--- config.mk ---
export PLATFORM = sky130hd
export DESIGN_NAME = sgb_front
export DESIGN_NICKNAME = d
export VERILOG_FILES = /design/src/sgb_pkg.sv /design/src/sgb_front.sv
export SDC_FILE = /design/constraint.sdc
export NUM_CORES = 1
export LEC_CHECK = 0
export ABC_AREA = 1
export BUFFER_PORTS_ARGS = -buffer_cell sky130_fd_sc_hd__buf_2
export CAP_MARGIN = 20
export CORE_ASPECT_RATIO = 1.5
export CORE_MARGIN = 5
export CORE_UTILIZATION = 52
export DETAILED_ROUTE_END_ITERATION = 6
export PLACE_DENSITY = 0.76
export RECOVER_POWER = 100
export SLEW_MARGIN = 20
export SYNTH_ARGS = -nofsm -noshare
export SYNTH_HDL_FRONTEND = slang
export SYNTH_SLANG_ARGS = --single-unit
--- constraint.sdc ---
create_clock -name clk -period 5.1 [get_ports clk]
set_input_delay 1.02 -clock clk [delete_from_list [all_inputs] [get_ports clk]]
set_output_delay 1.02 -clock clk [all_outputs]
set_load 0.005 [all_outputs]
--- src/sgb_pkg.sv ---
package sgb_pkg;

  localparam int MAX_RADIUS_DEF = 3;
  localparam int MAX_WIDTH_DEF  = 1024;
  localparam int MAX_HEIGHT_DEF = 1024;

  localparam int PIX_W      = 8;
  localparam int WGT_W      = 16;
  localparam int HQ_W       = 16;
  localparam int RAD_W      = 2;
  localparam int DIM_W      = 11;
  localparam int CFG_IDX_W  = 3;
  localparam int CFG_DATA_W = 16;
  localparam int NUM_WGT    = 4;
  // radius register is two bits wide, so no more than three taps a side
  localparam int REG_RADIUS_MAX = 3;
  localparam int TAP_W      = 3;
  localparam int COL_MAX_W  = 12;

  localparam logic [CFG_IDX_W-1:0] REG_RADIUS   = 3'd0;
  localparam logic [CFG_IDX_W-1:0] REG_W_CENTER = 3'd1;
  localparam logic [CFG_IDX_W-1:0] REG_W_ONE    = 3'd2;
  localparam logic [CFG_IDX_W-1:0] REG_W_TWO    = 3'd3;
  localparam logic [CFG_IDX_W-1:0] REG_W_THREE  = 3'd4;
  localparam logic [CFG_IDX_W-1:0] REG_WIDTH    = 3'd5;
  localparam logic [CFG_IDX_W-1:0] REG_HEIGHT   = 3'd6;

  typedef enum logic {
    OP_PIXEL = 1'b0,
    OP_DRAIN = 1'b1
  } op_t;

  // frame parameters latched on the first pixel of a frame
  typedef struct packed {
    logic [RAD_W-1:0]                radius;
    logic [NUM_WGT-1:0][WGT_W-1:0]   weight;
  } frame_cfg_t;

  // one queued step of the filter
  typedef struct packed {
    logic [PIX_W-1:0]     pix;
    logic                 hv;    // a horizontal result is due
    logic                 ov;    // an output pixel is due
    logic                 live;  // horizontal row lies inside the image
    logic                 last;
    logic [COL_MAX_W-1:0] col;
    logic [TAP_W-1:0]     tmin;  // window clamp, low tap index
    logic [TAP_W-1:0]     tmax;  // window clamp, high tap index
    logic [TAP_W-1:0]     vlim;  // top-edge clamp for the vertical taps
  } cmd_t;

  typedef struct packed {
    logic idle;
  } back_status_t;

endpackage

--- src/sgb_front.sv ---
module sgb_front #(
  parameter int MAX_RADIUS = sgb_pkg::MAX_RADIUS_DEF,
  parameter int MAX_WIDTH  = sgb_pkg::MAX_WIDTH_DEF,
  parameter int MAX_HEIGHT = sgb_pkg::MAX_HEIGHT_DEF
) (
  input  logic                             clk,
  input  logic                             rst,
  input  logic                             cfg_valid,
  output logic                             cfg_ready,
  input  logic [sgb_pkg::CFG_IDX_W-1:0]    cfg_index,
  input  logic [sgb_pkg::CFG_DATA_W-1:0]   cfg_data,
  input  logic                             in_valid,
  output logic                             in_ready,
  input  logic                             in_op,
  input  logic [sgb_pkg::PIX_W-1:0]        in_pix,
  input  logic                             q_full,
  input  sgb_pkg::back_status_t            back_status,
  output logic                             q_push,
  output sgb_pkg::cmd_t                    q_cmd,
  output sgb_pkg::frame_cfg_t              frame_cfg
);

  localparam int EFF_R = (MAX_RADIUS < sgb_pkg::REG_RADIUS_MAX) ? MAX_RADIUS
                                                                : sgb_pkg::REG_RADIUS_MAX;
  localparam int CW = $clog2(MAX_WIDTH);
  localparam int WW = $clog2(MAX_WIDTH + 1);
  localparam int HW = $clog2(MAX_HEIGHT + 1);
  localparam int YW = $clog2(MAX_HEIGHT + EFF_R + 1);
  localparam int RW = sgb_pkg::RAD_W;
  localparam int TW = sgb_pkg::TAP_W;

  logic [RW-1:0]                 reg_radius;
  logic [sgb_pkg::NUM_WGT-1:0][sgb_pkg::WGT_W-1:0] reg_weight;
  logic [sgb_pkg::DIM_W-1:0]     reg_width;
  logic [sgb_pkg::DIM_W-1:0]     reg_height;

  logic [WW-1:0] lat_w;
  logic [HW-1:0] lat_h;
  logic          active;
  logic [RW-1:0] pre;
  logic [CW-1:0] hx;
  logic [YW-1:0] hy;

  logic          accept;
  logic          start;
  logic          go;
  logic [RW-1:0] new_r;
  logic [WW-1:0] new_w;
  logic [HW-1:0] new_h;
  logic [RW-1:0] cur_r;
  logic [WW-1:0] cur_w;
  logic [HW-1:0] cur_h;
  logic [RW-1:0] pre_cur;
  logic [CW-1:0] hx_cur;
  logic [YW-1:0] hy_cur;
  logic          hv;
  logic          row_end;
  logic          last;
  logic [WW-1:0] room;
  logic [TW-1:0] two_r;
  logic [RW-1:0] pre_next;
  logic [CW-1:0] hx_next;
  logic [YW-1:0] hy_next;

  assign cfg_ready = 1'b1;
  assign in_ready  = !q_full && (active || back_status.idle);
  assign accept    = in_valid && in_ready;
  assign start     = accept && !active && (in_op == sgb_pkg::OP_PIXEL);
  assign go        = accept && (active || (in_op == sgb_pkg::OP_PIXEL));

  always_comb begin
    if (int'(reg_radius) > EFF_R) new_r = RW'(EFF_R);
    else                          new_r = reg_radius;
    if (reg_width == '0)                    new_w = WW'(1);
    else if (int'(reg_width) > MAX_WIDTH)   new_w = WW'(MAX_WIDTH);
    else                                    new_w = WW'(reg_width);
    if (reg_height == '0)                   new_h = HW'(1);
    else if (int'(reg_height) > MAX_HEIGHT) new_h = HW'(MAX_HEIGHT);
    else                                    new_h = HW'(reg_height);
  end

  assign cur_r   = start ? new_r : frame_cfg.radius;
  assign cur_w   = start ? new_w : lat_w;
  assign cur_h   = start ? new_h : lat_h;
  assign pre_cur = start ? '0 : pre;
  assign hx_cur  = start ? '0 : hx;
  assign hy_cur  = start ? '0 : hy;

  assign hv      = (pre_cur == cur_r);
  assign row_end = (WW'(hx_cur) == cur_w - 1'b1);
  assign last    = hv && (hy_cur == YW'(cur_h) - 1'b1 + YW'(cur_r)) && row_end;
  assign room    = cur_w - 1'b1 - WW'(hx_cur);
  assign two_r   = {1'b0, cur_r} << 1;

  always_comb begin
    q_cmd      = '0;
    q_cmd.pix  = in_pix;
    q_cmd.hv   = hv;
    q_cmd.ov   = hv && (hy_cur >= YW'(cur_r));
    q_cmd.live = (hy_cur < YW'(cur_h));
    q_cmd.last = last;
    q_cmd.col  = sgb_pkg::COL_MAX_W'(hx_cur);
    if (room >= WW'(cur_r)) q_cmd.tmin = '0;
    else                    q_cmd.tmin = TW'(cur_r) - TW'(room);
    if (hx_cur >= CW'(cur_r)) q_cmd.tmax = two_r;
    else                      q_cmd.tmax = TW'(cur_r) + TW'(hx_cur);
    if (hy_cur >= YW'(two_r)) q_cmd.vlim = two_r;
    else                      q_cmd.vlim = TW'(hy_cur);
  end

  assign q_push = go;

  always_comb begin
    pre_next = pre_cur;
    hx_next  = hx_cur;
    hy_next  = hy_cur;
    if (!hv) begin
      pre_next = pre_cur + 1'b1;
    end else if (row_end) begin
      hx_next = '0;
      hy_next = hy_cur + 1'b1;
    end else begin
      hx_next = hx_cur + 1'b1;
    end
  end

  always_ff @(posedge clk) begin
    if (rst) begin
      reg_radius    <= '0;
      reg_weight[0] <= 16'hFFFF;
      reg_weight[1] <= '0;
      reg_weight[2] <= '0;
      reg_weight[3] <= '0;
      reg_width     <= sgb_pkg::DIM_W'(1024);
      reg_height    <= sgb_pkg::DIM_W'(1024);
    end else if (cfg_valid && cfg_ready) begin
      case (cfg_index)
        sgb_pkg::REG_RADIUS:   reg_radius    <= cfg_data[RW-1:0];
        sgb_pkg::REG_W_CENTER: reg_weight[0] <= cfg_data;
        sgb_pkg::REG_W_ONE:    reg_weight[1] <= cfg_data;
        sgb_pkg::REG_W_TWO:    reg_weight[2] <= cfg_data;
        sgb_pkg::REG_W_THREE:  reg_weight[3] <= cfg_data;
        sgb_pkg::REG_WIDTH:    reg_width     <= cfg_data[sgb_pkg::DIM_W-1:0];
        sgb_pkg::REG_HEIGHT:   reg_height    <= cfg_data[sgb_pkg::DIM_W-1:0];
        default: ;
      endcase
    end
  end

  always_ff @(posedge clk) begin
    if (rst) begin
      active    <= 1'b0;
      pre       <= '0;
      hx        <= '0;
      hy        <= '0;
      lat_w     <= WW'(1);
      lat_h     <= HW'(1);
      frame_cfg <= '0;
    end else begin
      if (start) begin
        frame_cfg.radius <= new_r;
        frame_cfg.weight <= reg_weight;
        lat_w            <= new_w;
        lat_h            <= new_h;
      end
      if (go) begin
        pre    <= pre_next;
        hx     <= hx_next;
        hy     <= hy_next;
        active <= !last;
      end
    end
  end

endmodule

# After elaboration in Yosys (flattened, before gate mapping)
# Index checks and enable logic that the tools add are counted.
# Widths: inputs -> output; s select.
dict set report classes {
  addsub 9
  multipliers 0
  div_mod_pow 0
  magnitude_cmp 7
  eq_ne 9
  n_shift 0
  muxes 18
  bitwise_logic 1
  reduce_logical 23
}
# operator n
set ops {}
lappend ops {{$mux 11} 9}
lappend ops {{$mux 10} 3}
lappend ops {{$ge 11x2->1} 2}
lappend ops {{$gt 11x11->1 const B} 2}
lappend ops {{$logic_not 11->1} 2}
lappend ops {{$sub 11x1->11 const B} 2}
lappend ops {{$reduce_and 2->1} 7}
lappend ops {{$add 11x1->11 const B} 1}
lappend ops {{$add 11x2->11} 1}
lappend ops {{$eq 10x11->1} 1}
lappend ops {{$eq 11x11->1} 1}
lappend ops {{$ge 11x3->1} 1}
lappend ops {{$lt 11x11->1} 1}
lappend ops {{$sub 11x10->11} 1}
lappend ops {{$add 10x1->10 const B} 1}
lappend ops {{$ge 10x2->1} 1}
lappend ops {{$eq 3x3->1 const B} 3}
lappend ops {{$mux 3} 3}
lappend ops {{$logic_and 1x1->1} 8}
lappend ops {{$eq 3x2->1 const B} 2}
lappend ops {{$mux 2} 3}
lappend ops {{$add 2x3->3} 1}
lappend ops {{$eq 3x1->1 const B} 1}
lappend ops {{$logic_not 1->1} 3}
lappend ops {{other kinds (6)} 7}
dict set report word_totals {
  ff_bits 200
  latch_bits 0
  ram_bits 0
  rom_bits 0
  output_inout_bits 102
  wordCells 85
  memories 0
}

# Longest topological paths before layout
dict set report depth {
  word_depth 12
  depth_mapped 28
  mapped_depth_nobuf 27
}

# Worst setup path after synthesis
# Ideal clock, no wire load.
dict set report synth_path {
  kind {input -> output}
  startpoint {input in_op}
  endpoint {output q_cmd[21] in the netlist's numbering}
  arrival_time_ns 4.350
  required_ns 4.080
  slack_ns -0.270
  stages 26
  n_path_buf 4
  path_cell_list {nor2_2 > inv_2 > nor2_8 > buf_4 > buf_2 > clkbuf_1 > nand3_1 > nand2_1 > inv_1 > ha_1 > inv_1 > ha_1 > fa_1 > nand3_1 > nand2_1 > nand2_1 > nand2_1 > inv_1 > nand2_1 > nand2_1 > nor2_1 > or2_2 > nor2_1 > nand3b_1 > nor4_1 > buf_4}
}
dict set report synth_via {
  elab_chain_cells 8
  word_cells_on_any_way 16
}
# item line
set synth_rtl {}
lappend synth_rtl {{from (decl)} sgb_front.sv:14} ;# input logic in_op,
lappend synth_rtl {{$not 1->1 *} sgb_front.sv:68} ;# assign start = accept && !active && (in_op == sgb_pkg::OP_PIXEL);
lappend synth_rtl {{$logic_and 1x1->1 *} sgb_front.sv:68}
lappend synth_rtl {{$mux 11} --}
lappend synth_rtl {{$sub 11x1->11} sgb_front.sv:91} ;# assign last = hv && (hy_cur == YW'(cur_h) - 1'b1 + YW'(cur_r)) && row_end;
lappend synth_rtl {{$add 11x2->11} sgb_front.sv:91}
lappend synth_rtl {{$eq 11x11->1} sgb_front.sv:91}
lappend synth_rtl {{$logic_and 1x1->1} sgb_front.sv:91}
lappend synth_rtl {{$logic_and 1x1->1 *} sgb_front.sv:91}
lappend synth_rtl {{to (decl)} sgb_front.sv:19} ;# output sgb_pkg::cmd_t q_cmd,
# Mark *: on every way between the ends. The rest lies on a longest branch, timed or not.

==> summary.md <==
| Metric | Value |
|---|---|
| Die height | roughly 180 microns |
| CP max-delay cell | ha_1 |
| Mapped Avg Cell Area | between 6 and 7 sq um |
| 1st-pass router iterations | 5 |
| Final #Nets | 1,668 |
| CTS clk-pin slew, worst paths | 0.07 ns |
| First-pass GRT wire length | ~43,000 microns |
| PD cells | between 200 and 300 nW/um^2 |
| Ant. Diodes | 0 |
| Max Slew Vio Count | 0 |
| Avg WL per Cell | roughly 15 microns |
| Area contributors post-synth | dfxtp_1 40%, nor2_1 12%, o21ai_0 7.9% |
| Hold-fix buffers at CTS | 0 |
| Post-synth EDFFs | 0 |
| Power Internal | about 2.5 mW |
| Ys flop type | dfxtp_1 |
| # IOs | 136 |
| CTS tree | done |
| Seq cells post-synth | 200 |
| Post-Syn Instances | 1,426 |
| Final setup viols | 3 |
| Die Wd | 122.9 microns |
| IO buf count | ~120 |
| Required @ worst endpoint | roughly 4 ns |
| Yosys warns | 0 |
| Placed cell area | 11,150 sq um |
| Type of the worst setup path | primary input to primary output |
| Initial antenna violation count | 0 |
| Tot GR Track Use | 24.48% |
| Vias/cell | just over 5 |
| Sequential power share | about 46% |
| TritonCTS buffer count | 17 |
| Worst Tran Pin Value | 0.9606 ns |
| CP startpoint kind | primary input |
| Maximum VDD drop | 245.1 uV |
| Area leader, netlist | dfxtp_1 |
| Clock Latency Late Sink | 0.44 ns |
| Remaining DRCs | 0 |
| H-tree Lvls | 4 |
| Achievable clock frequency | approximately 0.20 GHz |
| Final core utilization | a little under two thirds |
| Slowest stage delay, CP | 0.35 ns |
| Final Worst Setup Slack | -0.02036 ns |
| Clock power frac | between 30% and 40% |
| Row count | 62 |
| RSZ-0062 raised after global routing | yes |
| Slew HR | between 30% and 40% |
| Arr. time, crit path | around 4 ns |
| Final period utilization | 100.4% |
| Top cell type's share of synthesized area | 40.26% |
| Worst Hold Class | flip-flop to flip-flop |
| Clock buffer depth | 2 |
| Setup Skew | 0.008299 ns |
| Total Wirelength | 27,280 microns |
| Cell leakage power | roughly 5.7 nW |
| Switching part of the total | ~30% |
| Vias in the first global route | 9,146 |
| Asr flop ratio synth | 0% |
| Routability Congestion | about 0.90 |
| Post-DP HPWL | 19,480 microns |
| Number of fill cells | between 1.5k and 2k |
| Yosys cell types | 40 |
| Initial DRC Count | 667 |
| Die area | 22,050 sq um |
| Share of cells above drive strength 1 | between 20% and 30% |
| CP max FO | 7 |
| Synth top cells by count | 318 x nor2_1, 201 x nand2_1, 200 x dfxtp_1 |
| Fin crit period | 5.120 ns |
| Total design power | 3.585 mW |
| Grt ovf | 0 |
| Design Area, Final | approximately 12,000 sq um |
| Most common cell in the synthesized netlist | nor2_1 |
| Clock sinks | 200 |
| Largest net degree at the start of global routing | between 80 and 90 |
| Starting Density | between 50 and 60% |
| Core region area | approximately 19,000 sq um |
| CTS Root Cell | clkbuf_16 |
| Max_cap viols | 0 |
| ANT nets after route | 0 |
| Synthesis-to-layout area growth | 21.80% |
| Vias | between 9k and 10k |
| Register area share after synthesis | 40.26% |
| Worst Setup End Kind | primary output |
| Mapped cell area | approximately 9900 sq um |
| Sw power | roughly 1.0 mW |
| Comb pwr share | around 17% |
| Failing checks | setup timing |
| Count of final hold-check violations | 0 |
| Status | finished, violations left |
path summary, 6_finish.rpt:
path,from,end,slack (ns),cells past startpoint
setup reg to reg,reg_width[0],hy[8],1.12,23
setup / recovery,q_full,q_cmd[7],-0.02,27
hold / removal,reg_weight[15],reg_weight[15],0.45,2
hold reg to reg,reg_weight[15],reg_weight[15],0.45,2
power by group through the flow:
stage	clock [mW]	sequential [mW]	combinational [mW]
after floorplan	0	1.67	0.349
after global placement	0	1.67	0.534
after detailed placement	0	1.67	0.542
after CTS	1.38	1.63	0.557
after global routing	1.45	1.64	0.665
final	1.35	1.64	0.595
worst max-delay path: cells and delay by family:
family                     cells  cell delay (ns)
and+or+nand+nor               13             1.34
buffers and inverters          7             0.68
adders and majority gates      1             0.35
xor gates and xnor gates       1             0.08
AOI/OAI and AO/OA              5             0.61
sequential cells by signal, indices dropped and copies added, names as in the netlist:
signal,flops
reg_weight,64
frame_cfg,66
active,1
lat_w,11
pre,2
hy,11
new_r,2
reg_height,11
reg_width,11
hx,10
lat_h,11
through the flow:
stage | setup WS, ns | setup TNS, ns | cells | hold WS, ns
floorplan | 0.006732 | 0 | 1427 | 0.4236
global placement | -0.05363 | -0.1619 | 1809 | 0.4343
detailed placement | -0.2230 | -0.6592 | 1809 | 0.4379
CTS | -0.007771 | -0.007771 | 1845 | 0.4557
global route | -0.2447 | -0.8088 | 1855 | 0.4695
finish | -0.02036 | -0.03122 | 1855 | 0.4548
final cells by class:
type | count | area, sq um | area share, %
well taps | 256 | 320.3 | 2.644
inverters | 170 | 650.6 | 5.371
flip-flops and latches | 200 | 4004 | 33.05
clock buffers | 19 | 452.9 | 3.739
repair buffers | 208 | 1296 | 10.70
multi-input cells | 989 | 5241 | 43.27
clock inverters | 13 | 148.9 | 1.229
cells by family after synthesis:
group | after synthesis | synth area share [%]
compound gates | 259 | 13.61
xor+xnor | 28 | 2.466
fa+ha+maj | 48 | 6.340
buf+inv | 239 | 9.838
flops | 200 | 40.26
other cells | 2 | 0.07551
simple gates | 650 | 27.41
per-layer routing:
layer / vias to the layer above / track usage [%] / part of all wire (%)
met3: 75 / 3.769 / 5.0
met4: 0 / 10.98 / 4.1
met1: 4387 / 28.58 / 40
li1: 4848 / - / -
met2: 316 / 43.81 / 51
met5: - / 0 / 0
timing repair:
| action | CTS | global route |
|---|---|---|
| buffers inserted | 4 | 8 |
| cloned | 0 | 2 |
| endpoints found under the setup margin | 4 | 4 |
| gates resized for setup | 14 | 49 |
| pin swaps | 9 | 36 |
placed cells by master (no fill, tap or decap), types with 9 or more instances in the layout:
cell type  netlist  layout
nand3_1         69      65
nand2_1        201     195
o21ai_0        156     153
inv_1          167     157
nand2_2         11      15
a21oi_2          6       9
clkbuf_16        0      17
nand4_1         20      20
buf_2            8     115
dfxtp_1        200     200
xor2_1          20      18
a21oi_1         78      74
nor2_1         318     307
ha_1            44      40
nor2_2           6      13
buf_4           15      88
inv_2            3       9
No activity file was read; power rests on OpenSTA's default activity.
