File: config.mk
export PLATFORM = sky130hd
export DESIGN_NAME = sgb_fifo
export DESIGN_NICKNAME = d
export VERILOG_FILES = /design/src/sgb_fifo.sv
export SDC_FILE = /design/constraint.sdc
export NUM_CORES = 1
export LEC_CHECK = 0
export ABC_AREA = 1
export BUFFER_PORTS_ARGS = -buffer_cell sky130_fd_sc_hd__buf_2
export CELL_PAD_IN_SITES_DETAIL_PLACEMENT = 0
export CELL_PAD_IN_SITES_GLOBAL_PLACEMENT = 1
export CORE_MARGIN = 5
export CORE_UTILIZATION = 45
export CTS_CLUSTER_SIZE = 14
export DETAILED_ROUTE_END_ITERATION = 12
export PLACE_DENSITY_LB_ADDON = 0.1
export SLEW_MARGIN = 20
export SYNTH_ARGS = -nofsm -noshare
export SYNTH_HDL_FRONTEND = slang
export SYNTH_SLANG_ARGS = --single-unit
File: constraint.sdc
create_clock -name clk -period 1.35 [get_ports clk]
set_input_delay 0 -clock clk [delete_from_list [all_inputs] [get_ports clk]]
set_output_delay 0 -clock clk [all_outputs]
set_load 0.02 [all_outputs]
File: src/sgb_fifo.sv
module sgb_fifo #(
  parameter int WIDTH = 8,
  parameter int DEPTH = 4
) (
  input  logic             clk,
  input  logic             rst,
  input  logic             push,
  input  logic [WIDTH-1:0] wdata,
  input  logic             pop,
  output logic [WIDTH-1:0] rdata,
  output logic             full,
  output logic             empty
);

  localparam int AW = $clog2(DEPTH);

  logic [WIDTH-1:0] mem [DEPTH];
  logic [AW-1:0]    wr_ptr;
  logic [AW-1:0]    rd_ptr;
  logic [AW:0]      count;

  assign full  = (count == (AW+1)'(DEPTH));
  assign empty = (count == '0);
  assign rdata = mem[rd_ptr];

  always_ff @(posedge clk) begin
    if (push) begin
      mem[wr_ptr] <= wdata;
    end
  end

  always_ff @(posedge clk) begin
    if (rst) begin
      wr_ptr <= '0;
      rd_ptr <= '0;
      count  <= '0;
    end else begin
      if (push) begin
        wr_ptr <= (wr_ptr == AW'(DEPTH-1)) ? '0 : wr_ptr + 1'b1;
      end
      if (pop) begin
        rd_ptr <= (rd_ptr == AW'(DEPTH-1)) ? '0 : rd_ptr + 1'b1;
      end
      case ({push, pop})
        2'b10:   count <= count + 1'b1;
        2'b01:   count <= count - 1'b1;
        default: count <= count;
      endcase
    end
  end

endmodule

Word level (Yosys, flattened, before mapping)
Memory sizes are Yosys's and may differ from the RTL's. A register that Yosys moved wholly into a read port is not among the register bits.
Cells that the tools add are included.
{"block": "totals", "ff_bits": 7, "ramBits": 32, "elab_cells": 22, "memories": 1}
{"name": "mem", "depth": 4, "width": 8, "read_ports": 1, "rd_ports_with_merged_regs": 1, "write_ports": 1, "line": "17", "text": "logic [WIDTH-1:0] mem [DEPTH];"}
{"block": "classes", "add_sub_neg": 4, "eq_ne": 5, "muxes": 7, "reduce_logical": 2}
{"cell": "$mux 2", "n": 4}
{"cell": "$eq 2x2->1 const B", "n": 3}
{"cell": "$pmux 3 s2", "n": 1}
{"cell": "$add 2x1->2 const B", "n": 2}
{"cell": "$add 3x1->3 const B", "n": 1}
{"cell": "$eq 3x3->1 const B", "n": 1}
{"cell": "$logic_not 3->1", "n": 1}
{"cell": "$sub 3x1->3 const B", "n": 1}
{"cell": "$eq 2x1->1 const B", "n": 1}
{"cell": "$mux 1", "n": 2}
{"cell": "$reduce_bool 2->1", "n": 1}

Logic depth before layout (Yosys ltp)
Gate-level depths: netlist of run 1.
{"block": "logic_depth", "ltp_word": 4, "depth_mapped": 10, "mapped_depth_nobuf": 10}

Worst setup path before layout of run 1
No wires, ideal clock.
{"block": "synth_timing", "path_type": "reg-to-reg", "from": "register count[0]", "to": "register count[2]", "arrival_ps": 1099, "t_required_ps": 1240, "setup_slack_ps": 141, "stages_incl_launch_ff": 9, "period_less_slack_ps": 1209, "path_cell_list": "dfxtp_1 inv_1 fa_1 inv_1 nand2_1 nand3_1 nand2_1 inv_1 nor2_1"}
{"block": "synth_between", "elab_chain_cells": 2, "elab_cells_between_ends": 3}
{"item": "start, declared", "line": "20", "text": "logic [AW:0] count;"}
{"item": "start signal, assigned", "line": "45", "text": "2'b10: count <= count + 1'b1;"}
{"item": "start signal, assigned", "line": "46", "text": "2'b01: count <= count - 1'b1;"}
{"item": "start signal, assigned", "line": "47", "text": "default: count <= count;"}
{"item": "$sub 3x1->3 / $add 3x1->3 (equally long branches)", "line": "46, 45"}
{"item": "$pmux 3 s2 (*)", "line": "44", "text": "case ({push, pop})"}
Every way passes the cells marked *; elsewhere a longest branch is shown, timed or not.
A chain may end at the register's enable or synchronous reset.

==> report_table.html, run 1 <==
<table>
<tr><th>Metric</th><th>Value</th></tr>
<tr><th colspan="2">Run status</th></tr>
<tr><td>Outcome</td><td>complete, no violations</td></tr>
<tr><th colspan="2">Clocking</th></tr>
<tr><td>Setup Buffers After CTS</td><td>0</td></tr>
<tr><td>Clock slew at reported path FFs</td><td>0.08 ns</td></tr>
<tr><td>Total CTS buffers</td><td>5</td></tr>
<tr><td>Number of buffers between clock root and the deepest sink</td><td>2</td></tr>
<tr><td>CTS tree</td><td>built</td></tr>
<tr><td>Insertion delay of the later-clocked pin in the worst-skew pair</td><td>0.29 ns</td></tr>
<tr><td>H-Tree Level Count</td><td>2</td></tr>
<tr><td>Buffer cell driving the clock tree root</td><td>sky130_fd_sc_hd__clkbuf_8</td></tr>
<tr><td># clock sinks</td><td>41</td></tr>
<tr><th colspan="2">Power</th></tr>
<tr><td>Combinational group share of total power</td><td>0.157</td></tr>
<tr><td>Pwr Density</td><td>1242 nW/um^2</td></tr>
<tr><td>Leak pwr</td><td>around 0.86 nW</td></tr>
<tr><td>Clock group share of total power</td><td>0.288</td></tr>
<tr><td>Sequential group share of total power</td><td>0.555</td></tr>
<tr><td>Power dissipated by switching net loads</td><td>between 0.6 and 0.7 mW</td></tr>
<tr><td>Peak supply drop</td><td>0.5970 mV</td></tr>
<tr><td>Switching fraction of total power</td><td>0.2561</td></tr>
<tr><td>Internal power</td><td>approximately 2.0 mW</td></tr>
<tr><th colspan="2">Detailed routing</th></tr>
<tr><td>Sum of routed wire length over all layers</td><td>3.038 mm</td></tr>
<tr><td>Total vias in the final route</td><td>1074</td></tr>
<tr><td>Total iterations of the first detailed-routing run</td><td>4</td></tr>
<tr><td>Via density per instance</td><td>4.731</td></tr>
<tr><td>Number of violations reported at the end of detailed-routing iteration 0</td><td>68</td></tr>
<tr><td>Length of routed met2 wiring</td><td>1.675 mm</td></tr>
<tr><td>Met3 WL post-DR</td><td>151 um</td></tr>
<tr><td>Highest signal layer in the routed design</td><td>met4</td></tr>
<tr><td>Post-route DRC</td><td>0</td></tr>
<tr><td>Met1 Wirelength</td><td>1.169 mm</td></tr>
<tr><td>Wire length per cell after detailed routing</td><td>13.38 um</td></tr>
<tr><td>Number of routed nets with antenna violations</td><td>0</td></tr>
<tr><th colspan="2">Flow run</th></tr>
<tr><td>Reported max-cap violation count</td><td>0</td></tr>
<tr><th colspan="2">Synth</th></tr>
<tr><td>Netlist area before placement</td><td>1657 um^2</td></tr>
<tr><td>Avg Cell Area, Syn</td><td>12.18 um^2</td></tr>
<tr><td>Sequential element share of the synthesized area</td><td>0.6888</td></tr>
<tr><td>Number of different library cells in the post-synthesis netlist</td><td>18</td></tr>
<tr><td>Instance count of the mapped netlist</td><td>136</td></tr>
<tr><td>Synthesized Nets</td><td>155</td></tr>
<tr><td>Register bit total from synthesis</td><td>41</td></tr>
<tr><td>Total of warnings raised by yosys</td><td>0</td></tr>
<tr><th colspan="2">STA</th></tr>
<tr><td>Final period demand of the worst path</td><td>1.304 ns</td></tr>
<tr><td>Worst Hold Slack</td><td>roughly 0.05 ns</td></tr>
<tr><td>Slack of the critical path</td><td>0.04572 ns</td></tr>
<tr><td>Pins over their slew limit</td><td>0</td></tr>
<tr><td>Worst rel slew slack</td><td>0.8668</td></tr>
<tr><td>Maximum clock frequency</td><td>766.7 MHz</td></tr>
<tr><td>Number of setup violations in the final report</td><td>0</td></tr>
<tr><td>Period Utilization, post-route</td><td>0.9661</td></tr>
<tr><td>Total negative slack</td><td>0 ns</td></tr>
<tr><td>Slew at the pin closest to its max-slew limit</td><td>0.1998 ns</td></tr>
<tr><td>Number of hold-slack violations in the final timing report</td><td>0</td></tr>
<tr><td>Clock tree skew after final layout</td><td>0.007168 ns</td></tr>
<tr><th colspan="2">Setup path</th></tr>
<tr><td>Type of the worst setup path</td><td>reg2out</td></tr>
<tr><td>Crit path max-delay cell type</td><td>sky130_fd_sc_hd__dfxtp_4</td></tr>
<tr><td>Number of stages on the worst setup path</td><td>4</td></tr>
<tr><td>CP Capture Point</td><td>rdata[0]</td></tr>
<tr><td>Setup slack on the worst flop-to-flop path</td><td>0.13 ns</td></tr>
<tr><td>Combined buffer and inverter count along the critical path</td><td>2</td></tr>
<tr><td>Cells along the critical path</td><td>buf_8 -&gt; o21ai_0 -&gt; o22ai_1 -&gt; buf_4</td></tr>
<tr><td>WP data arrival</td><td>about 1.3 ns</td></tr>
<tr><td>Data required, critical path</td><td>~1.4 ns</td></tr>
<tr><td>Critical path capture point type</td><td>output pin</td></tr>
<tr><td>Category of cells accounting for the largest share of critical-path delay</td><td>flip-flops</td></tr>
<tr><td>Delay of the slowest cell on the worst path</td><td>about 0.42 ns</td></tr>
<tr><td>Critical register-to-register path startpoint</td><td>count[0]</td></tr>
<tr><td>Worst flop-to-flop path endpoint</td><td>count[2]</td></tr>
<tr><td>Top fanout value on the critical path</td><td>7</td></tr>
<tr><td>Worst reg2reg path depth</td><td>8</td></tr>
<tr><td>Startpoint class of the critical path</td><td>flip-flop</td></tr>
<tr><th colspan="2">Global routing</th></tr>
<tr><td>First-pass GRT wire length</td><td>approximately 5.1 mm</td></tr>
<tr><td>Remaining global-route overflow</td><td>0</td></tr>
<tr><td>Via count of the first global-routing pass</td><td>1097</td></tr>
<tr><td>Largest net degree at the start of global routing</td><td>17</td></tr>
<tr><td>GRT Util Overall</td><td>0.1355</td></tr>
<tr><td>Number of antenna violations at the first check in global routing</td><td>0</td></tr>
<tr><th colspan="2">Place</th></tr>
<tr><td>Post-DP Area</td><td>1894 um^2</td></tr>
<tr><td>Dpl cells</td><td>209</td></tr>
<tr><td>Placer Congestion</td><td>0.6933</td></tr>
<tr><td>HPWL after detailed placement</td><td>1.953 mm</td></tr>
<tr><td>Post-Place Worst Slack</td><td>0.03467 ns</td></tr>
<tr><td>Port Buffer Count</td><td>21</td></tr>
<tr><th colspan="2">Die</th></tr>
<tr><td>Std-Cell Core Area</td><td>3606 um^2</td></tr>
<tr><td>Die height</td><td>70.68 um</td></tr>
<tr><td>Initial standard-cell utilization of the core</td><td>0.4594</td></tr>
<tr><td>Die Area</td><td>4995 um^2</td></tr>
<tr><td>I/O pin count</td><td>22</td></tr>
<tr><td>Chip Width</td><td>70.68 um</td></tr>
<tr><td>Num rows</td><td>22</td></tr>
<tr><th colspan="2">Hold path</th></tr>
<tr><td>Path category of the worst min-delay check</td><td>in2reg</td></tr>
<tr><th colspan="2">Layout</th></tr>
<tr><td>Post-route cell area</td><td>~2100 um^2</td></tr>
<tr><td>Final layout net count</td><td>197</td></tr>
<tr><td>Diode count</td><td>0</td></tr>
<tr><td>Layout cells sized above 1</td><td>0.2682</td></tr>
<tr><td>Final standard cell count with taps included and fillers excluded</td><td>between 200 and 250</td></tr>
<tr><td>Signed area change from the synthesized netlist to the final layout</td><td>28.32%</td></tr>
</table>
per-stage QoR:
stage          utilization  power (mW)
2_1_floorplan            -       1.709
3_3_place_gp        0.5253       1.847
3_5_place_dp        0.5253       1.858
4_1_cts             0.5763       2.633
5_1_grt             0.5895       2.791
6_report            0.5895       2.640
worst min path at each step:
stage,start,to,depth (start not counted),slack (ns)
after floorplan,rst,wr_ptr[0],1,0.07
after global placement,rst,wr_ptr[0],2,0.20
final,pop,rd_ptr[1],3,0.05
after CTS,pop,rd_ptr[1],3,0.05
after detailed placement,rst,wr_ptr[0],2,0.20
after global routing,pop,rd_ptr[1],3,0.07
power by group through the flow:
stage	Clock [mW]	Sequential, mW	Combinational (mW)
detailed placement	0	1.49	0.372
global route	0.857	1.47	0.461
floorplan	0	1.48	0.227
CTS	0.778	1.46	0.394
finish	0.761	1.47	0.413
global placement	0	1.49	0.361
tightest hold or removal path, cell delays in order:
cell and delay [ns]:
sky130_fd_sc_hd__buf_2 0.10, sky130_fd_sc_hd__o21ai_0 0.08, sky130_fd_sc_hd__nor2_1 0.12
flip-flops by register name, summed over array words and instances, names as in the netlist, named ones only:
| signal | flops |
|---|---|
| wr_ptr | 2 |
| count | 3 |
| mem | 32 |
| rd_ptr | 2 |
placed cells by master, fill, tap and decap left out, drive strengths merged:
| cell | count |
|---|---|
| o22ai | 8 |
| nand4 | 1 |
| inv | 18 |
| nor2 | 21 |
| edfxtp | 32 |
| nand3 | 1 |
| o21ai | 20 |
| dlygate4sd3 | 9 |
| nand2 | 8 |
| clkbuf | 6 |
| clkinvlp | 1 |
| buf | 27 |
| a21oi | 5 |
| clkinv | 2 |
| dfxtp | 9 |
| fa | 1 |
| ha | 6 |
| nor3 | 4 |
cell families after synthesis:
family,Yosys count,synth area share
flip-flops,41,0.6888
AND/OR/NAND/NOR,35,0.08912
AO/OA/AOI/OAI,33,0.1103
buffers and inverters,20,0.05438
adder cells (fa/ha/maj),7,0.05740
metal layers:
metal | up-vias | track usage
li1 | 556 | -
met1 | 492 | 0.1402
met2 | 21 | 0.2505
met3 | 5 | 0.04830
met4 | 0 | 0.05010
met5 | - | 0
synthesized netlist by cell type:
cell type                  count  area share
sky130_fd_sc_hd__edfxtp_1     32        0.58
sky130_fd_sc_hd__nand4_1       1      0.0038
sky130_fd_sc_hd__ha_1          6       0.045
sky130_fd_sc_hd__inv_1        17       0.039
sky130_fd_sc_hd__nand3_1       1      0.0030
sky130_fd_sc_hd__nand2_1       8       0.018
sky130_fd_sc_hd__o21ai_1       2      0.0060
sky130_fd_sc_hd__nor2_2        3       0.011
sky130_fd_sc_hd__o21ai_0      16       0.048
sky130_fd_sc_hd__o21ai_2       2       0.011
sky130_fd_sc_hd__buf_6         2       0.014
sky130_fd_sc_hd__nor2_1       18       0.041
sky130_fd_sc_hd__a21oi_1       5       0.015
sky130_fd_sc_hd__o22ai_1       8       0.030
sky130_fd_sc_hd__dfxtp_1       9        0.11
sky130_fd_sc_hd__nor3_1        4       0.012
sky130_fd_sc_hd__inv_2         1      0.0023
sky130_fd_sc_hd__fa_1          1       0.012
timing repair:
item,CTS,global route
gates cloned,0,1
hold buffers,9,0
pin swaps,0,1
endpoints found under the setup margin,8,7
resized for setup,4,11
hold endpoints to repair,35,0
cell type report:
class | count | area [um^2]
Fill cell | 300 | 1480
Sequential cell | 41 | 1149
Multi-Input combinational cell | 75 | 427.9
Clock buffer | 5 | 68.82
Inverter | 18 | 72.57
Timing Repair Buffer | 37 | 330.3
Tap cell | 48 | 60.06
Clock inverter | 3 | 17.52
(Power assumes the default switching activity.)
==> inputs of run 2 (changes only) <==
--- a/config.mk
+++ b/config.mk
@@ -7,8 +7,9 @@
 export LEC_CHECK = 0
 export ABC_AREA = 1
 export BUFFER_PORTS_ARGS = -buffer_cell sky130_fd_sc_hd__buf_2
-export CELL_PAD_IN_SITES_DETAIL_PLACEMENT = 0
+export CELL_PAD_IN_SITES_DETAIL_PLACEMENT = 1
 export CELL_PAD_IN_SITES_GLOBAL_PLACEMENT = 1
+export CORE_ASPECT_RATIO = 0.9
 export CORE_MARGIN = 5
 export CORE_UTILIZATION = 45
 export CTS_CLUSTER_SIZE = 14
==> run 2 against run 1 <==
  * Clock power shrank 1%
  * Clock skew shrank 0.0036 ns
  * Sequential share of layout area rose by 0.75 points
  * Worst setup slack improved by 0.036 ns
  * Utilization is 1.3 points lower
  * Critical path depth unchanged
  * Total power fell by 0.23%
  * Register-to-register slack worse by 0.03 ns
  * Wire length grew 18%
==> report_table.html, run 2 (synthesized netlist as in run 1, its figures left out) <==
<table>
<tr><th>Metric</th><th>Value</th></tr>
<tr><th colspan="2">Run status</th></tr>
<tr><td>Outcome</td><td>complete, no violations</td></tr>
<tr><th colspan="2">Layout</th></tr>
<tr><td>Commonest cells after routing, fill and taps aside</td><td>32 x sky130_fd_sc_hd__edfxtp_1, 18 x sky130_fd_sc_hd__nor2_1, 17 x sky130_fd_sc_hd__buf_2</td></tr>
<tr><td>Most common library cell in the layout ignoring fill and taps</td><td>sky130_fd_sc_hd__edfxtp_1</td></tr>
<tr><td>Flip-flop count of the largest register, all copies and words added</td><td>32 (unchanged)</td></tr>
<tr><td>Layout cells sized above 1</td><td>0.2682 (unchanged)</td></tr>
<tr><td>Diode count</td><td>0 (unchanged)</td></tr>
<tr><td>Final layout net count</td><td>197 (unchanged)</td></tr>
<tr><td>Top reg by flops</td><td>mem</td></tr>
<tr><td>Biggest registers after layout</td><td>mem: 32 flops, count: 3 flops</td></tr>
<tr><td>Signed area change from the synthesized netlist to the final layout</td><td>26.28%</td></tr>
<tr><td>Share of the core filled with cells</td><td>0.5770 (-0.01257)</td></tr>
<tr><th colspan="2">Power</th></tr>
<tr><td>Pwr Density</td><td>1259 nW/um^2 (+1.4%)</td></tr>
<tr><td>Sequential group share of total power</td><td>0.556 (about the same)</td></tr>
<tr><td>Leak pwr</td><td>0.8478 nW (-0.93%)</td></tr>
<tr><td>Internal power</td><td>1.958 mW (-0.29%)</td></tr>
<tr><td>Peak supply drop</td><td>0.8129 mV (+36%)</td></tr>
<tr><td>Clock group share of total power</td><td>0.285 (-0.003)</td></tr>
<tr><td>Power dissipated by switching net loads</td><td>0.6757 mW (about the same)</td></tr>
<tr><td>Combinational group share of total power</td><td>0.158 (about the same)</td></tr>
<tr><td>Switching fraction of total power</td><td>0.2565 (+0.0004560)</td></tr>
<tr><th colspan="2">Global routing</th></tr>
<tr><td>First-pass GRT wire length</td><td>5.844 mm (+14%)</td></tr>
<tr><td>Number of antenna violations at the first check in global routing</td><td>0 (unchanged)</td></tr>
<tr><td>Via count of the first global-routing pass</td><td>1289 (+18%)</td></tr>
<tr><td>Largest net degree at the start of global routing</td><td>17 (unchanged)</td></tr>
<tr><td>GRT Util Overall</td><td>0.1650 (+0.02946)</td></tr>
<tr><td>Remaining global-route overflow</td><td>0 (unchanged)</td></tr>
<tr><th colspan="2">STA</th></tr>
<tr><td>Pins over their slew limit</td><td>0 (unchanged)</td></tr>
<tr><td>Number of hold-slack violations in the final timing report</td><td>0 (unchanged)</td></tr>
<tr><td>Final period demand of the worst path</td><td>1.269 ns (-0.03563 ns)</td></tr>
<tr><td>Slew at the pin closest to its max-slew limit</td><td>0.1965 ns (-0.003360 ns)</td></tr>
<tr><td>Number of setup violations in the final report</td><td>0 (unchanged)</td></tr>
<tr><td>Worst Hold Slack</td><td>0.07102 ns (+0.02029 ns)</td></tr>
<tr><td>Maximum clock frequency</td><td>788.2 MHz (+2.8%)</td></tr>
<tr><td>Clock tree skew after final layout</td><td>0.003589 ns (-0.003579 ns)</td></tr>
<tr><td>Worst rel slew slack</td><td>0.8676 (about the same)</td></tr>
<tr><td>RSZ-0062 raised after global routing</td><td>false</td></tr>
<tr><td>Slack of the critical path</td><td>0.08135 ns (+0.03563 ns)</td></tr>
<tr><td>Period Utilization, post-route</td><td>0.9397 (-0.02639)</td></tr>
<tr><th colspan="2">Detailed routing</th></tr>
<tr><td>Sum of routed wire length over all layers</td><td>3.579 mm (+18%)</td></tr>
<tr><td>Wire length per cell after detailed routing</td><td>15.91 um (+19%)</td></tr>
<tr><td>Number of violations reported at the end of detailed-routing iteration 0</td><td>65 (-4.4%)</td></tr>
<tr><td>Post-route DRC</td><td>0 (unchanged)</td></tr>
<tr><td>Via density per instance</td><td>5.071 (+7.2%)</td></tr>
<tr><td>Total iterations of the first detailed-routing run</td><td>4 (unchanged)</td></tr>
<tr><td>Number of routed nets with antenna violations</td><td>0 (unchanged)</td></tr>
<tr><td>Total vias in the final route</td><td>1141 (+6.2%)</td></tr>
<tr><th colspan="2">Hold path</th></tr>
<tr><td>Path category of the worst min-delay check</td><td>in2reg</td></tr>
<tr><th colspan="2">Setup path</th></tr>
<tr><td>Cells along the critical path</td><td>buf_4 -&gt; o21ai_0 -&gt; o22ai_1 -&gt; buf_4</td></tr>
<tr><td>Category of cells accounting for the largest share of critical-path delay</td><td>flip-flops</td></tr>
<tr><td>Crit path max-delay cell type</td><td>sky130_fd_sc_hd__dfxtp_2</td></tr>
<tr><td>Top fanout value on the critical path</td><td>8 (+1)</td></tr>
<tr><td>Type of the worst setup path</td><td>reg2out</td></tr>
<tr><td>Delay of the slowest cell on the worst path</td><td>0.37 ns (-0.05 ns)</td></tr>
<tr><td>Data required, critical path</td><td>1.35 ns (about the same)</td></tr>
<tr><td>Combined buffer and inverter count along the critical path</td><td>2 (unchanged)</td></tr>
<tr><td>Startpoint class of the critical path</td><td>flip-flop</td></tr>
<tr><td>Critical path capture point type</td><td>output pin</td></tr>
<tr><td>WP data arrival</td><td>1.27 ns (-0.03 ns)</td></tr>
<tr><td>Setup slack on the worst flop-to-flop path</td><td>0.10 ns (-0.03 ns)</td></tr>
<tr><td>Cell occurring most often along the worst timing path</td><td>sky130_fd_sc_hd__buf_4</td></tr>
<tr><th colspan="2">Die</th></tr>
<tr><td>Chip Width</td><td>73.96 um (+4.6%)</td></tr>
<tr><td>Std-Cell Core Area</td><td>3626 um^2 (+0.56%)</td></tr>
<tr><td>Die height</td><td>67.56 um (-4.4%)</td></tr>
<tr><td>Die Area</td><td>4996 um^2 (about the same)</td></tr>
<tr><td>I/O pin count</td><td>22 (unchanged)</td></tr>
<tr><td>Initial standard-cell utilization of the core</td><td>0.4569 (-0.002536)</td></tr>
<tr><td>Num rows</td><td>21 (-4.5%)</td></tr>
<tr><th colspan="2">Clocking</th></tr>
<tr><td>Total CTS buffers</td><td>5 (unchanged)</td></tr>
<tr><td>Insertion delay of the later-clocked pin in the worst-skew pair</td><td>0.29 ns (about the same)</td></tr>
<tr><td>CTS tree</td><td>built</td></tr>
<tr><td># clock sinks</td><td>41 (unchanged)</td></tr>
<tr><td>H-Tree Level Count</td><td>2 (unchanged)</td></tr>
<tr><td>Number of buffers between clock root and the deepest sink</td><td>2 (unchanged)</td></tr>
<tr><td>Buffer cell driving the clock tree root</td><td>sky130_fd_sc_hd__clkbuf_8</td></tr>
<tr><td>Clock slew at reported path FFs</td><td>0.07 ns (about the same)</td></tr>
<tr><th colspan="2">Place</th></tr>
<tr><td>Post-Place Worst Slack</td><td>-0.04996 ns (-0.08463 ns)</td></tr>
<tr><td>Placer Congestion</td><td>0.8270 (+19%)</td></tr>
<tr><td>HPWL after detailed placement</td><td>2.549 mm (+30%)</td></tr>
<tr><td>Port Buffer Count</td><td>21 (unchanged)</td></tr>
<tr><th colspan="2">Flow run</th></tr>
<tr><td>Reported max-cap violation count</td><td>0 (unchanged)</td></tr>
</table>
run 2: path summary, 6_finish.rpt:
path / start / to / cells after the start
max: flip-flop / rdata[4] / 4
min: pop / count[0] / 3
max reg2reg: count[0] / count[2] / 8
min reg2reg: count[0] / count[0] / 2
run 2: layer usage:
| metal | track usage | part of all wire |
|---|---|---|
| met5 | 0 | 0 |
| met1 | 0.1667 | 0.38 |
| met2 | 0.3086 | 0.57 |
| met4 | 0.07919 | 0.015 |
| met3 | 0.04762 | 0.037 |
run 2: repair_timing:
item | in CTS | in global routing
pin swaps | 0 | 0
gates resized for setup | 5 | 7
setup buffers | 0 | 0
endpoints found under the setup margin | 9 | 5
hold buffers | 9 | 0
hold endpoints to repair | 35 | 0
run 2: final cells by class:
| type | instances | area, um^2 |
|---|---|---|
| timing repair buffer | 37 | 307.8 |
| inverter | 18 | 70.07 |
| fill | 389 | 1534 |
| clock inverter | 2 | 10.01 |
| multi-input combinational | 75 | 427.9 |
| sequential | 41 | 1146 |
| tap | 46 | 57.56 |
| clock buffer | 6 | 72.57 |
run 2: power by group through the flow:
stage	combinational [mW]	sequential [mW]	clock (mW)
after global placement	0.366	1.49	0
final	0.417	1.46	0.752
after floorplan	0.227	1.48	0
after CTS	0.413	1.46	0.776
after global routing	0.461	1.47	0.840
after detailed placement	0.389	1.49	0
run 2: metrics by stage:
stage / std cells / instance area [um^2] / TNS, ns / power (mW)
2_1_floorplan: 136 / 1657 / 0 / 1.709
3_3_place_gp: 208 / 1899 / 0 / 1.852
3_5_place_dp: 208 / 1899 / -0.04996 / 1.878
4_1_cts: 225 / 2079 / 0 / 2.652
5_1_grt: 225 / 2092 / 0 / 2.774
6_report: 225 / 2092 / 0 / 2.634
run 2: worst register-to-register path: cells and delay by family, from the launching register on:
family,cells,cell delay (ns)
adder cells (fa/ha/maj),1,0.39
AND/OR/NAND/NOR,4,0.25
buffers and inverters,3,0.18
flip-flops,1,0.35
==> inputs of run 3 (changes only) <==
--- a/config.mk
+++ b/config.mk
@@ -6,7 +6,7 @@
 export NUM_CORES = 1
 export LEC_CHECK = 0
 export ABC_AREA = 1
-export BUFFER_PORTS_ARGS = -buffer_cell sky130_fd_sc_hd__buf_2
+export BUFFER_PORTS_ARGS = -buffer_cell sky130_fd_sc_hd__buf_4
 export CELL_PAD_IN_SITES_DETAIL_PLACEMENT = 1
 export CELL_PAD_IN_SITES_GLOBAL_PLACEMENT = 1
 export CORE_ASPECT_RATIO = 0.9
@@ -14,6 +14,7 @@
 export CORE_UTILIZATION = 45
 export CTS_CLUSTER_SIZE = 14
 export DETAILED_ROUTE_END_ITERATION = 12
+export GPL_ROUTABILITY_DRIVEN = 1
 export PLACE_DENSITY_LB_ADDON = 0.1
 export SLEW_MARGIN = 20
 export SYNTH_ARGS = -nofsm -noshare
==> constraint.sdc (replaced) <==
create_clock -name clk -period 1.35 [get_ports clk]
set_input_delay 0 -clock clk [delete_from_list [all_inputs] [get_ports clk]]
set_output_delay 0 -clock clk [all_outputs]
set_load 0.1 [all_outputs]
==> run 3 against run 2 <==
  * The flow now finishes with violations (negative setup slack)
  * Critical path depth did not move
  * Clock skew rose by 0.0029 ns
  * Die area did not move
  * Highest routed layer unchanged
==> report_table.html, run 3 (synthesized netlist as in run 1, its figures left out) <==
<table>
<tr><th>Metric</th><th>Value</th></tr>
<tr><th colspan="2">Run status</th></tr>
<tr><td>Outcome</td><td>complete, but fails checks</td></tr>
<tr><td>Failing checks</td><td>negative setup slack</td></tr>
<tr><th colspan="2">Clocking</th></tr>
<tr><td>Setup Buffers After CTS</td><td>0 (unchanged)</td></tr>
<tr><td>Number of buffers between clock root and the deepest sink</td><td>2 (unchanged)</td></tr>
<tr><td>H-Tree Level Count</td><td>2 (unchanged)</td></tr>
<tr><td># clock sinks</td><td>41 (unchanged)</td></tr>
<tr><td>Insertion delay of the later-clocked pin in the worst-skew pair</td><td>0.29 ns (about the same)</td></tr>
<tr><td>Clock slew at reported path FFs</td><td>0.08 ns (about the same)</td></tr>
<tr><td>Buffer cell driving the clock tree root</td><td>sky130_fd_sc_hd__clkbuf_8</td></tr>
<tr><td>Total CTS buffers</td><td>5 (unchanged)</td></tr>
<tr><td>CTS tree</td><td>built</td></tr>
<tr><th colspan="2">Layout</th></tr>
<tr><td>Diode count</td><td>0 (unchanged)</td></tr>
<tr><td>Layout filler cell count</td><td>345 (-11%)</td></tr>
<tr><td>Final layout net count</td><td>199 (+1.0%)</td></tr>
<tr><td>Signed area change from the synthesized netlist to the final layout</td><td>48.56%</td></tr>
<tr><td>Layout cells sized above 1</td><td>0.3867 (+0.1186)</td></tr>
<tr><td>Top reg by flops</td><td>mem</td></tr>
<tr><td>Most common library cell in the layout ignoring fill and taps</td><td>sky130_fd_sc_hd__edfxtp_1</td></tr>
<tr><td>Final standard cell count with taps included and fillers excluded</td><td>227 (+0.89%)</td></tr>
<tr><td>Flip-flop count of the largest register, all copies and words added</td><td>32 (unchanged)</td></tr>
<tr><td>Post-route cell area</td><td>2461 um^2 (+18%)</td></tr>
<tr><td>Commonest cells after routing, fill and taps aside</td><td>32 x sky130_fd_sc_hd__edfxtp_1, 16 x sky130_fd_sc_hd__inv_1, 16 x sky130_fd_sc_hd__buf_4</td></tr>
<tr><td>Share of the core filled with cells</td><td>0.6787 (+0.1018)</td></tr>
<tr><td>Biggest registers after layout</td><td>mem: 32 flops, count: 3 flops</td></tr>
<tr><th colspan="2">Setup path</th></tr>
<tr><td>WP data arrival</td><td>1.39 ns (+0.12 ns)</td></tr>
<tr><td>Data required, critical path</td><td>1.35 ns (about the same)</td></tr>
<tr><td>Type of the worst setup path</td><td>reg2out</td></tr>
<tr><td>Startpoint class of the critical path</td><td>flip-flop</td></tr>
<tr><td>Top fanout value on the critical path</td><td>5 (-3)</td></tr>
<tr><td>Category of cells accounting for the largest share of critical-path delay</td><td>flip-flops</td></tr>
<tr><td>Critical path capture point type</td><td>output pin</td></tr>
<tr><td>Combined buffer and inverter count along the critical path</td><td>2 (unchanged)</td></tr>
<tr><td>Cells along the critical path</td><td>buf_8 -&gt; o21ai_4 -&gt; o22ai_4 -&gt; buf_12</td></tr>
<tr><td>Delay of the slowest cell on the worst path</td><td>0.41 ns (+0.04 ns)</td></tr>
<tr><td>Crit path max-delay cell type</td><td>sky130_fd_sc_hd__dfxtp_4</td></tr>
<tr><th colspan="2">Die</th></tr>
<tr><td>Chip Width</td><td>73.96 um (unchanged)</td></tr>
<tr><td>Std-Cell Core Area</td><td>3626 um^2 (unchanged)</td></tr>
<tr><td>Num rows</td><td>21 (unchanged)</td></tr>
<tr><td>Initial standard-cell utilization of the core</td><td>0.4569 (unchanged)</td></tr>
<tr><td>Die Area</td><td>4996 um^2 (unchanged)</td></tr>
<tr><td>I/O pin count</td><td>22 (unchanged)</td></tr>
<tr><td>Die height</td><td>67.56 um (unchanged)</td></tr>
<tr><th colspan="2">STA</th></tr>
<tr><td>Slack of the critical path</td><td>-0.04494 ns (-0.1263 ns)</td></tr>
<tr><td>Maximum clock frequency</td><td>716.9 MHz (-9.1%)</td></tr>
<tr><td>Worst rel slew slack</td><td>0.8143 (-0.05329)</td></tr>
<tr><td>Pins over their slew limit</td><td>0 (unchanged)</td></tr>
<tr><td>Number of hold-slack violations in the final timing report</td><td>0 (unchanged)</td></tr>
<tr><td>Final period demand of the worst path</td><td>1.395 ns (+0.1263 ns)</td></tr>
<tr><td>RSZ-0062 raised after global routing</td><td>true</td></tr>
<tr><td>Slew at the pin closest to its max-slew limit</td><td>0.2808 ns (+0.08431 ns)</td></tr>
<tr><td>Period Utilization, post-route</td><td>1.033 (+0.09355)</td></tr>
<tr><td>Clock tree skew after final layout</td><td>0.006484 ns (+0.002895 ns)</td></tr>
<tr><td>Number of setup violations in the final report</td><td>3 (+3)</td></tr>
<tr><th colspan="2">Flow run</th></tr>
<tr><td>Reported max-cap violation count</td><td>0 (unchanged)</td></tr>
<tr><th colspan="2">Detailed routing</th></tr>
<tr><td>Number of routed nets with antenna violations</td><td>0 (unchanged)</td></tr>
<tr><td>Sum of routed wire length over all layers</td><td>4.394 mm (+23%)</td></tr>
<tr><td>Number of violations reported at the end of detailed-routing iteration 0</td><td>56 (-14%)</td></tr>
<tr><td>Via density per instance</td><td>5.269 (+3.9%)</td></tr>
<tr><td>Post-route DRC</td><td>0 (unchanged)</td></tr>
<tr><td>Wire length per cell after detailed routing</td><td>19.36 um (+22%)</td></tr>
<tr><td>Total vias in the final route</td><td>1196 (+4.8%)</td></tr>
<tr><td>Total iterations of the first detailed-routing run</td><td>4 (unchanged)</td></tr>
<tr><th colspan="2">Place</th></tr>
<tr><td>Dpl cells</td><td>209 (+0.48%)</td></tr>
<tr><td>Placer Congestion</td><td>0.7512 (-9.2%)</td></tr>
<tr><td>Post-Place Worst Slack</td><td>-0.09045 ns (-0.04049 ns)</td></tr>
<tr><td>Port Buffer Count</td><td>21 (unchanged)</td></tr>
<tr><td>HPWL after detailed placement</td><td>2.756 mm (+8.1%)</td></tr>
<tr><td>Post-DP Area</td><td>2079 um^2 (+9.5%)</td></tr>
<tr><th colspan="2">Power</th></tr>
<tr><td>Sum of internal, switching and leakage power</td><td>3.284 mW (+25%)</td></tr>
<tr><td>Peak supply drop</td><td>0.7028 mV (-14%)</td></tr>
<tr><td>Leak pwr</td><td>0.9535 nW (+12%)</td></tr>
<tr><td>Pwr Density</td><td>1334 nW/um^2 (+6.0%)</td></tr>
<tr><th colspan="2">Global routing</th></tr>
<tr><td>First-pass GRT wire length</td><td>6.513 mm (+11%)</td></tr>
<tr><td>Number of antenna violations at the first check in global routing</td><td>0 (unchanged)</td></tr>
<tr><td>GRT Util Overall</td><td>0.1845 (+0.01948)</td></tr>
<tr><td>Remaining global-route overflow</td><td>0 (unchanged)</td></tr>
<tr><td>Via count of the first global-routing pass</td><td>1279 (-0.78%)</td></tr>
<tr><td>Largest net degree at the start of global routing</td><td>17 (unchanged)</td></tr>
<tr><th colspan="2">Hold path</th></tr>
<tr><td>Path category of the worst min-delay check</td><td>in2reg</td></tr>
</table>
-- run 3: final cells by class --
| cell class | instances | area [um^2] | share of cell area |
|---|---|---|---|
| tap | 46 | 57.56 | 0.02339 |
| sequential | 41 | 1151 | 0.4677 |
| multi-input combinational | 75 | 590.6 | 0.2400 |
| inverter | 18 | 75.07 | 0.03050 |
| timing repair buffer | 39 | 490.5 | 0.1993 |
| clock inverter | 2 | 13.76 | 0.005592 |
| clock buffer | 6 | 82.58 | 0.03355 |
-- run 3: report_power, final --
part	switching, mW	total [mW]	internal [mW]
Combinational	0.618	0.973	0.356
Sequential	0.0493	1.48	1.43
Clock	0.418	0.832	0.414
Total	1.09	3.28	2.20
-- run 3: metrics by stage --
stage	TNS (ns)	hold WS (ns)
6_report	-0.07579	0.07372
5_1_grt	-0.4415	0.1050
4_1_cts	-0.01938	0.05572
3_5_place_dp	-0.09045	0.1846
3_3_place_gp	0	0.1783
2_1_floorplan	-0.4124	0.07238
-- run 3: per-layer routing --
metal | track usage | part of all wire | routed length [um]
met5 | 0 | 0 | 0
met4 | 0.08145 | 0.023 | 101
met3 | 0.04613 | 0.039 | 170
met2 | 0.3153 | 0.56 | 2439
met1 | 0.2193 | 0.38 | 1683
-- run 3: path summary, 6_finish.rpt --
check / slack, ns / to / cells after the start / startpoint
max: -0.04 / rdata[0] / 4 / flip-flop
max reg2reg: 0.12 / count[2] / 8 / count[1]
min: 0.07 / flip-flop / 3 / pop
min reg2reg: 0.53 / count[0] / 2 / count[0]
-- run 3: worst register-to-register path, stage by stage, from the launching register on --
cell                      delay [ns]
sky130_fd_sc_hd__dfxtp_2        0.34
sky130_fd_sc_hd__inv_1          0.06
sky130_fd_sc_hd__fa_2           0.36
sky130_fd_sc_hd__inv_1          0.08
sky130_fd_sc_hd__nand2_1        0.09
sky130_fd_sc_hd__nand3_2        0.08
sky130_fd_sc_hd__nand2_1        0.06
sky130_fd_sc_hd__inv_1          0.05
sky130_fd_sc_hd__nor2_1         0.04
-- run 3: timing repair --
item	CTS	global route
gates cloned	0	1
endpoints found under the hold margin	35	0
hold buffers	9	0
setup endpoints to repair	9	8
gates resized for setup	45	15
pin swaps	0	3
